## config.mk

```make
export PLATFORM = sky130hd
export DESIGN_NAME = half_pel_motion_compensation
export DESIGN_NICKNAME = d
export VERILOG_FILES = /design/src/rtl/hpmc_pkg.sv /design/src/rtl/half_pel_motion_compensation.sv /design/src/rtl/hpmc_ram.sv
export SDC_FILE = /design/constraint.sdc
export NUM_CORES = 1
export LEC_CHECK = 0
export BUFFER_PORTS_ARGS = -buffer_cell sky130_fd_sc_hd__buf_2
export CAP_MARGIN = 25
export CORE_MARGIN = 3
export CORE_UTILIZATION = 58
export CTS_BUF_LIST = sky130_fd_sc_hd__clkbuf_4
export CTS_CLUSTER_SIZE = 10
export DETAILED_ROUTE_END_ITERATION = 8
export HOLD_SLACK_MARGIN = 0.06
export PLACE_DENSITY = 0.79
export SLEW_MARGIN = 20
export SYNTH_ARGS = -nofsm -noshare
export SYNTH_HDL_FRONTEND = slang
export SYNTH_SLANG_ARGS = --single-unit
```

## constraint.sdc

```tcl
create_clock -name clk -period 3.62 [get_ports clk]
set_clock_uncertainty 0.15 [all_clocks]
set_input_delay 0.362 -clock clk [delete_from_list [all_inputs] [get_ports clk]]
set_output_delay 0.362 -clock clk [all_outputs]
set_load 0.005 [all_outputs]
```

## src/rtl/hpmc_pkg.sv

```systemverilog
package hpmc_pkg;

    // widest block the line buffer is sized for
    localparam int MAX_BLOCK_WIDTH = 16;

    localparam int PIX_W   = 8;
    localparam int DEPTH   = MAX_BLOCK_WIDTH + 1;
    localparam int ADDR_W  = $clog2(DEPTH);
    // column and row counters run 0..w inclusive
    localparam int CNT_W   = $clog2(MAX_BLOCK_WIDTH + 1);

    localparam logic [CNT_W-1:0] BLOCK_SMALL = CNT_W'(8);
    localparam logic [CNT_W-1:0] BLOCK_LARGE = CNT_W'(16);

    // interpolation modes, {half_y, half_x}
    localparam logic [1:0] MODE_COPY  = 2'b00;
    localparam logic [1:0] MODE_HORIZ = 2'b01;
    localparam logic [1:0] MODE_VERT  = 2'b10;
    localparam logic [1:0] MODE_DIAG  = 2'b11;

    // one pixel in flight between the line buffer read and the filter
    typedef struct packed {
        logic [PIX_W-1:0] pix;
        logic [1:0]       mode;
        logic             emit;
        logic             last;
    } stage_t;

endpackage

```

## src/rtl/half_pel_motion_compensation.sv

```systemverilog
// half-pel motion compensation for one 8x8 or 16x16 block
//
// input channel (in_valid / in_ready): one reference window pixel per
// transaction, raster order, (w+1)x(w+1) pixels per window. window_start
// marks row 0 column 0 and latches half_x, half_y and large_block; after the
// last window pixel the counters wrap and a new window follows with the same
// mode. output channel (out_valid / out_ready): the w x w prediction in raster
// order, block_last on the final pixel. config channel (cfg_valid /
// cfg_ready, always ready): rounding_control, 0 rounds averages up, 1 down.
//
// throughput is one pixel per cycle while out_ready is high: the line buffer
// ram is read and written at the same column in the accept cycle, so
// back-to-back pixels wait only on output back-pressure. the accept edge
// loads the filter stage and the line buffer read, the advance of the filter
// stage loads the output register. pixels of the extra row or column yield
// no output. when out_ready is low the output register holds, one more pixel
// waits in the filter stage, and in_ready drops only then.
// reset clears counters, mode, neighbor pixels and rounding; the line buffer
// is not cleared since no read of an unwritten entry reaches an output.
module half_pel_motion_compensation (
    input  logic                      clk,
    input  logic                      rst_n,
    input  logic                      in_valid,
    output logic                      in_ready,
    input  logic [hpmc_pkg::PIX_W-1:0] ref_pixel,
    input  logic                      half_x,
    input  logic                      half_y,
    input  logic                      large_block,
    input  logic                      window_start,
    output logic                      out_valid,
    input  logic                      out_ready,
    output logic [hpmc_pkg::PIX_W-1:0] predicted_pixel,
    output logic                      block_last,
    input  logic                      cfg_valid,
    output logic                      cfg_ready,
    input  logic                      rounding_control
);

    localparam int CW = hpmc_pkg::CNT_W;
    localparam int PW = hpmc_pkg::PIX_W;

    // configuration
    logic round_reg;

    // window position and latched mode
    logic [CW-1:0] col_reg, col_next;
    logic [CW-1:0] row_reg, row_next;
    logic [2:0]    mode_reg, mode_next;

    // filter stage
    logic             s1_valid_reg;
    hpmc_pkg::stage_t s1_reg, s1_next;
    logic [PW-1:0]    left_reg;
    logic [PW-1:0]    upleft_reg;
    logic [PW-1:0]    above;

    // output register
    logic          out_valid_reg, out_valid_next;
    logic [PW-1:0] pred_reg, pred_next;
    logic          last_reg;

    logic          in_accept;
    logic          s1_advance;
    logic [CW-1:0] cur_col, cur_row, cur_w, off_col, off_row;
    logic          cur_hx, cur_hy;

    assign cfg_ready  = 1'b1;
    assign s1_advance = s1_valid_reg && (!out_valid_reg || out_ready);
    assign in_ready   = !s1_valid_reg || s1_advance;
    assign in_accept  = in_valid && in_ready;

    // position of the arriving pixel, window start restarts everything
    always_comb
    begin
        mode_next = window_start ? {large_block, half_y, half_x} : mode_reg;
        cur_col   = window_start ? '0 : col_reg;
        cur_row   = window_start ? '0 : row_reg;
        cur_hx    = mode_next[0];
        cur_hy    = mode_next[1];
        cur_w     = mode_next[2] ? hpmc_pkg::BLOCK_LARGE : hpmc_pkg::BLOCK_SMALL;
        off_col   = cur_col - CW'(cur_hx);
        off_row   = cur_row - CW'(cur_hy);

        if (cur_col >= cur_w)
        begin
            col_next = '0;
            row_next = (cur_row >= cur_w) ? '0 : cur_row + CW'(1);
        end
        else
        begin
            col_next = cur_col + CW'(1);
            row_next = cur_row;
        end

        s1_next.pix  = ref_pixel;
        s1_next.mode = {cur_hy, cur_hx};
        s1_next.emit = (cur_col >= CW'(cur_hx)) && (cur_row >= CW'(cur_hy))
                       && (off_col < cur_w) && (off_row < cur_w);
        s1_next.last = (off_col == cur_w - CW'(1)) && (off_row == cur_w - CW'(1));
    end

    // line buffer: the read of the pixel above is registered at the accept, alongside the filter stage
    hpmc_ram #(
        .WIDTH(PW),
        .DEPTH(hpmc_pkg::DEPTH)
    ) u_line_buf (
        .clk  (clk),
        .we   (in_accept),
        .waddr(cur_col[hpmc_pkg::ADDR_W-1:0]),
        .wdata(ref_pixel),
        .re   (in_accept),
        .raddr(cur_col[hpmc_pkg::ADDR_W-1:0]),
        .rdata(above)
    );

    // 2-tap and 4-tap averages with the selected rounding
    always_comb
    begin
        logic [PW:0]   sum_h;
        logic [PW:0]   sum_v;
        logic [PW+1:0] sum_d;
        sum_h = {1'b0, left_reg} + {1'b0, s1_reg.pix} + (PW+1)'(!round_reg);
        sum_v = {1'b0, above} + {1'b0, s1_reg.pix} + (PW+1)'(!round_reg);
        sum_d = {2'b00, upleft_reg} + {2'b00, above} + {2'b00, left_reg}
                + {2'b00, s1_reg.pix} + (round_reg ? (PW+2)'(1) : (PW+2)'(2));
        case (s1_reg.mode)
            hpmc_pkg::MODE_COPY:  pred_next = s1_reg.pix;
            hpmc_pkg::MODE_HORIZ: pred_next = sum_h[PW:1];
            hpmc_pkg::MODE_VERT:  pred_next = sum_v[PW:1];
            hpmc_pkg::MODE_DIAG:  pred_next = sum_d[PW+1:2];
            default:              pred_next = s1_reg.pix;
        endcase

        if (s1_advance)
        begin
            out_valid_next = s1_reg.emit;
        end
        else if (out_ready)
        begin
            out_valid_next = 1'b0;
        end
        else
        begin
            out_valid_next = out_valid_reg;
        end
    end

    always_ff @(posedge clk or negedge rst_n)
    begin
        if (!rst_n)
        begin
            round_reg     <= 1'b0;
            col_reg       <= '0;
            row_reg       <= '0;
            mode_reg      <= '0;
            s1_valid_reg  <= 1'b0;
            left_reg      <= '0;
            upleft_reg    <= '0;
            out_valid_reg <= 1'b0;
        end
        else
        begin
            if (cfg_valid && cfg_ready)
            begin
                round_reg <= rounding_control;
            end
            if (in_accept)
            begin
                col_reg  <= col_next;
                row_reg  <= row_next;
                mode_reg <= mode_next;
            end
            if (in_accept)
            begin
                s1_valid_reg <= 1'b1;
            end
            else if (s1_advance)
            begin
                s1_valid_reg <= 1'b0;
            end
            // neighbors move on as each pixel leaves the filter stage
            if (s1_advance)
            begin
                left_reg   <= s1_reg.pix;
                upleft_reg <= above;
            end
            out_valid_reg <= out_valid_next;
        end
    end

    // payload registers
    always_ff @(posedge clk)
    begin
        if (in_accept)
        begin
            s1_reg <= s1_next;
        end
        if (s1_advance)
        begin
            pred_reg <= pred_next;
            last_reg <= s1_reg.last;
        end
    end

    assign out_valid       = out_valid_reg;
    assign predicted_pixel = pred_reg;
    assign block_last      = last_reg;

    // counters stay inside the window of the latched size
    assert property (@(posedge clk) disable iff (!rst_n)
        (col_reg <= (mode_reg[2] ? hpmc_pkg::BLOCK_LARGE : hpmc_pkg::BLOCK_SMALL))
        && (row_reg <= (mode_reg[2] ? hpmc_pkg::BLOCK_LARGE : hpmc_pkg::BLOCK_SMALL)))
        else $error("window counter beyond block size");

    // input back-pressure only while the filter stage holds a stalled pixel
    assert property (@(posedge clk) disable iff (!rst_n)
        !in_ready |-> (s1_valid_reg && out_valid_reg && !out_ready))
        else $error("input stalled without a waiting pixel");

    // a stalled filter stage keeps its pixel and the line buffer data
    assert property (@(posedge clk) disable iff (!rst_n)
        (s1_valid_reg && !s1_advance) |=> (s1_valid_reg && $stable(s1_reg) && $stable(above)))
        else $error("filter stage lost its pixel");

    // an accepted pixel always reaches the filter stage
    assert property (@(posedge clk) disable iff (!rst_n)
        in_accept |=> s1_valid_reg)
        else $error("accepted pixel dropped");

endmodule

```

## src/rtl/hpmc_ram.sv

```systemverilog
module hpmc_ram #(
    parameter int WIDTH = 8,
    parameter int DEPTH = 17
) (
    input  logic                     clk,
    input  logic                     we,
    input  logic [$clog2(DEPTH)-1:0] waddr,
    input  logic [WIDTH-1:0]         wdata,
    input  logic                     re,
    input  logic [$clog2(DEPTH)-1:0] raddr,
    output logic [WIDTH-1:0]         rdata
);

    logic [WIDTH-1:0] mem_reg [DEPTH];
    logic [WIDTH-1:0] rdata_reg;

    // read-before-write on a shared address, data held while re is low
    always_ff @(posedge clk)
    begin
        if (we)
        begin
            mem_reg[waddr] <= wdata;
        end
        if (re)
        begin
            rdata_reg <= mem_reg[raddr];
        end
    end

    assign rdata = rdata_reg;

endmodule
```

Yosys cells after proc, flatten, opt, wreduce, memory -nomap -nowiden
Memories as Yosys holds them, arrays and structs flattened. A register that Yosys moved wholly into a read port is not among the register bits.
Cells that the tools add are included.
{ "op_classes": {"addsub": 13, "magnitude_cmp": 6, "n_eq_ne": 5, "mux": 15, "n_reduce_logical": 14} }
{ "op_table": {"columns": ["op", "count"], "rows": [
  ["8-bit one-hot mux with 4 select lines", 1],
  ["5-bit two-way mux", 6],
  ["8-bit by 8-bit adder with 9-bit output", 3],
  ["9-bit by 1-bit adder with 9-bit output", 2],
  ["10-bit by 2-bit adder with 10-bit output", 1],
  ["10-bit by 8-bit adder with 10-bit output", 1],
  ["5-bit by 1-bit adder with 5-bit output (second input constant)", 2],
  ["9-bit by 8-bit adder with 10-bit output", 1],
  ["5-bit == test", 2],
  ["5-bit by 1-bit >= comparator with 1-bit output", 2],
  ["5-bit >= comparator", 2],
  ["5-bit less-than comparator", 2],
  ["5-bit by 1-bit subtractor with 5-bit output", 2],
  ["1-bit logical AND", 6],
  ["1-bit two-way mux", 6],
  ["5-bit by 1-bit subtractor with 5-bit output (second input constant)", 1],
  ["2-bit == test (second input constant)", 2],
  ["2-bit nonzero test", 2],
  ["1-bit zero test", 3],
  ["3-bit two-way mux", 1],
  ["2-bit by 1-bit == test with 1-bit output (second input constant)", 1],
  ["2-bit zero test", 1],
  ["1-bit logical OR", 2],
  ["2-bit two-way mux", 1]
]} }
{ "totals": {"ff_bits": 53, "ramBits": 136, "out_inout_bits": 12, "elab_cells": 68, "memories": 1} }
{ "memory_table": {"columns": ["memory", "depth", "width", "rd", "rd_clocked_by_memory_dff", "write_ports", "line_no", "text"], "rows": [
  ["u_line_buf.mem_reg", 17, 8, 1, 1, 1, "hpmc_ram.sv:14", "logic [WIDTH-1:0] mem_reg [DEPTH];"]
]} }

Depth between registers and ports, before layout
{ "logic_depth": {"ltp_word": 7, "mapped_depth": 12} }

Modules after synthesis
A second synthesis with hierarchy kept.
{ "hier_totals": {"hier_cells": 677, "area_unflattened_um2": 9663.0} }
{ "modules_own_cells": {"columns": ["mod", "instances", "cells_per_inst", "area_each_um2", "seq_area_each_um2"], "rows": [
  ["hpmc_ram", 1, 254, 5639.2, 4324.1],
  ["half_pel_motion_compensation", 1, 423, 4023.9, 1431.4]
]} }

Worst setup path before layout
No wires, ideal clock.
{ "synth_timing": {"path_type": "register -> register", "startpoint": "register s1_reg[5] in the netlist's numbering", "endpoint": "register pred_reg[5], in the netlist predicted_pixel[5] (data pin)", "t_arrival_ns": 2.954, "required_ns": 3.211, "slack_ns": 0.257, "path_stages_with_launch": 12, "period_less_slack_ns": 3.363, "cell_sequence": "edfxtp_1 -> inv_1 -> fa_1 -> fa_1 -> inv_1 -> ha_1 -> o21ai_0 -> o21ai_0 -> a31oi_1 -> xor2_1 -> nor3_1 -> a211o_1"} }
{ "synth_via": {"elab_chain_cells": 3, "word_cells_on_any_way": 7} }
{ "synth_rtl": {"columns": ["item", "line_no", "text"], "rows": [
  ["from (decl)", "half_pel_motion_compensation.sv:52", "hpmc_pkg::stage_t s1_reg, s1_next;"],
  ["from (signal assigned)", "half_pel_motion_compensation.sv:196", "s1_reg <= s1_next;"],
  ["10-bit by 8-bit adder with 10-bit output (tied with other cells)", "half_pel_motion_compensation.sv:125", "+ {2'b00, s1_reg.pix} + (round_reg ? (PW+2)'(1) : (PW+2)'(2));"],
  ["10-bit by 2-bit adder with 10-bit output (tied with other cells)", "half_pel_motion_compensation.sv:125", null],
  ["8-bit one-hot mux with 4 select lines (*)", "half_pel_motion_compensation.sv:126", "case (s1_reg.mode)"],
  ["net pred_next[5]", "half_pel_motion_compensation.sv:59", "logic [PW-1:0] pred_reg, pred_next;"],
  ["to (signal assigned)", "half_pel_motion_compensation.sv:200", "pred_reg <= pred_next;"],
  ["to (decl)", "half_pel_motion_compensation.sv:59", null]
]} }
Mark *: on every way through the listed nets, which the timed path passes. The rest lies on a longest branch.
A chain may end at the register's enable or synchronous reset.

Worst setup path after layout
{ "layout_timing": {"startpoint": "register s1_reg[4] in the netlist's numbering", "endpoint": "register pred_reg[5], in the netlist predicted_pixel[5] (data pin)"} }
Same word-level chain as after synthesis.

==> results.md <==
* EDFF count, synth at 165
* Antenna cells at 0
* CTS tree: yes
* Critical Path Max Stage Delay at 0.55 ns
* Slew HR at 45.5%
* Synth-to-layout area growth at 8.45%
* First-pass GRT wire length at 32.7 mm
* Drt first pass iters at 5
* Synth Instances at 813
* Clock Latency Late Sink at 0.57 ns
* Fmax at 0.288 GHz
* Global-route usage over all layers at 22.9%
* DRC at 0
* Mapped Area at 9770 um^2
* H-Tree Depth at 4
* Maximum fanout along the worst path at 5
* Port bufs at 28
* WS Path Type: register to register
* Initial Utilization at 60.4%
* Vias per inst at 5.97
* Flops & latches, synth at 197
* Most frequent cells in the layout: 165 x edfxtp_1, 87 x nand2_1, 60 x inv_1, 46 x nor2_1, 44 x a21oi_1
* Crit path max-delay cell type: fa_1
* Static Leak at 4.02 nW
* Initial antenna violation count at 0
* Global placement routability congestion at 0.910
* Setup_tns at 0 ns
* Worst Hold Class: primary input to register
* Die area at 18,400 um^2
* Yosys top cell by area: edfxtp_1
* DR iter-0 viols at 594
* Endpoints failing setup at 0
* Vias in the first global route at 6,489
* Max cap viols at 0
* Final Hold Fails at 0
* Syn nets at 892
* Clock Sinks at 197
* Largest net degree at the start of global routing at 35
* Sequential area share after synthesis at 58.9%
* Post-synth top area share at 50.7%
* Crit share post-route at 95.8%
* Clock tree buffer depth at 2
* Cell Pwr Density at 617 nW/um^2
* Num ports at 30
* CTS Buf Count at 17
* Fraction of layout cells with a size suffix above 1 at 11.3%
* Post-detailed-route wirelength per cell at 18.4 um
* RSZ-0062 raised after global routing: no
* Rows at 46
* Final ANT Viol Nets at 0
* Clock-pin slew on the worst setup and hold paths at 0.16 ns
* Fraction of registers with async set or reset after synthesis at 16.2%
* Dpl ws at 0.0488 ns
* Core ar. at 16,200 um^2
* Buf+Inv Stages, Crit Path at 2
* WP data required at 3.82 ns
* Grt ovf at 0
* Cell chain of the critical path: fa_1 > inv_1 > fa_1 > inv_1 > ha_1 > a211oi_2 > o21ai_2 > a31oi_1 > xor2_1 > nor3_1 > a211o_1
* Min Clock Period, post-route at 3.47 ns
* Total Wirelength at 19.9 mm
* Fin. max-slew vios at 0
* Nets at 934
* Crit path arrival time at 3.67 ns
* VDD IR max at 0.467 mV
* Avg Cell Area, Syn at 12.0 um^2
* Die Wd at 136 um
* Ys Warns at 0
* PnR worst setup slack at 0.153 ns
* Commonest non-fill, non-tap cell in the layout: edfxtp_1
* Max reg flops at 136
* Post-synth top flop: edfxtp_1
* Critical Path Sink Type: register
* CTS root buf: clkbuf_4
* Netlist cell types at 60
* Die Ht at 136 um
* CP delay by family, top: adder cells
* Crit start category: register
* Synth top area cells: edfxtp_1 51%, dfrtp_1 8.2%, ha_1 5.5%
* Worst-margin pin slew at 0.814 ns
* Outcome: finished clean
* DP HPWL at 14.2 mm
* Vias at 6,474
[Yosys cell counts, types with 2 or more instances]
| cell type | n |
|---|---|
| nand2_1 | 87 |
| inv_1 | 60 |
| a21o_1 | 4 |
| a221oi_2 | 3 |
| o22ai_1 | 36 |
| mux2_4 | 3 |
| buf_4 | 3 |
| nand3_1 | 12 |
| clkbuf_2 | 2 |
| a2111oi_0 | 2 |
| o21bai_1 | 3 |
| o21ai_1 | 8 |
| o221ai_1 | 2 |
| nand2b_1 | 13 |
| o21ai_0 | 40 |
| xnor2_1 | 14 |
| nor4_1 | 7 |
| a211oi_1 | 14 |
| mux2_2 | 10 |
| buf_2 | 12 |
| nor3_1 | 18 |
| xor2_1 | 4 |
| o21a_1 | 5 |
| a31oi_1 | 7 |
| a311oi_1 | 3 |
| a22o_1 | 4 |
| nor2_1 | 46 |
| fa_1 | 18 |
| or3_1 | 3 |
| mux2i_1 | 15 |
| nand3b_1 | 4 |
| dfrtp_1 | 32 |
| clkbuf_1 | 17 |
| edfxtp_1 | 165 |
| a221oi_1 | 3 |
| o31ai_1 | 2 |
| nor2b_1 | 14 |
| a22oi_1 | 2 |
| o211ai_1 | 5 |
| a211o_1 | 2 |
| buf_1 | 3 |
| ha_1 | 43 |
| buf_6 | 3 |
| a21oi_1 | 44 |
[path summary, 6_finish.rpt]
check	startpoint	end	cells past startpoint	slack (ns)
setup reg to reg	s1_reg[4]	predicted_pixel[5]	11	0.15
hold / removal	large_block	mode_reg[2]	4	0.11
hold reg to reg	s1_reg[0]	block_last	0	0.31
min in group asynchronous	rst_n	round_reg	2	0.22
max in group asynchronous	rst_n	left_reg[4]	2	2.59
setup / recovery	s1_reg[4]	predicted_pixel[5]	11	0.15
[final cells by class]
type | instances | area, um^2
clock buffer | 17 | 128
clock inverter | 15 | 175
fill | 1147 | 5570
inverter | 61 | 231
multi-input combinational | 515 | 3590
sequential | 197 | 5760
tap | 216 | 270
timing repair buffer | 63 | 445
[worst min-delay path, cell delays in order]
cell and delay, ns:
buf_2 0.07, mux2i_1 0.06, buf_4 0.17, o21ai_0 0.15
[metal layers]
metal / vias to the layer above / routed length, um / track usage, %
li1: 3052 / - / -
met1: 3143 / 8330 / 29.4
met4: 0 / 427 / 7.95
met2: 244 / 9940 / 39.0
met5: - / 0 / 0
met3: 35 / 1220 / 4.48
[metrics by stage]
stage / std cells / power, W / utilization (%) / hold slack [ns] / cell area [um^2]
floorplan: 813 / 0.00469 / - / -0.0836 / 9770
global placement: 1035 / 0.00516 / 62.6 / 0.264 / 10100
detailed placement: 1035 / 0.00530 / 62.6 / 0.269 / 10100
CTS: 1084 / 0.00649 / 65.5 / 0.0792 / 10600
global route: 1084 / 0.00699 / 65.5 / 0.113 / 10600
finish: 1084 / 0.00654 / 65.5 / 0.115 / 10600
[logic make-up after synthesis]
| family | after synthesis | share of synthesized area (%) |
|---|---|---|
| AO/OA/AOI/OAI | 196 | 12.7 |
| multiplexers | 29 | 3.38 |
| AND/OR/NAND/NOR | 210 | 9.79 |
| other | 1 | 0.0384 |
| buffers and inverters | 101 | 4.43 |
| flip-flops | 197 | 58.9 |
| adder cells (fa/ha/maj) | 61 | 9.19 |
| XOR/XNOR | 18 | 1.61 |
[power by group]
part	switching, W	internal [W]	leakage [nW]
Sequential	0.000133	0.00270	1.91
Combinational	0.00148	0.00106	1.95
Clock	0.000793	0.000376	0.157
[repair_timing]
action	CTS	global route
hold buffers	17	0
hold endpoints to repair	184	0
setup buffers	0	0
endpoints found under the setup margin	0	5
resized for setup	0	4
No activity file was read; power rests on OpenSTA's default activity.
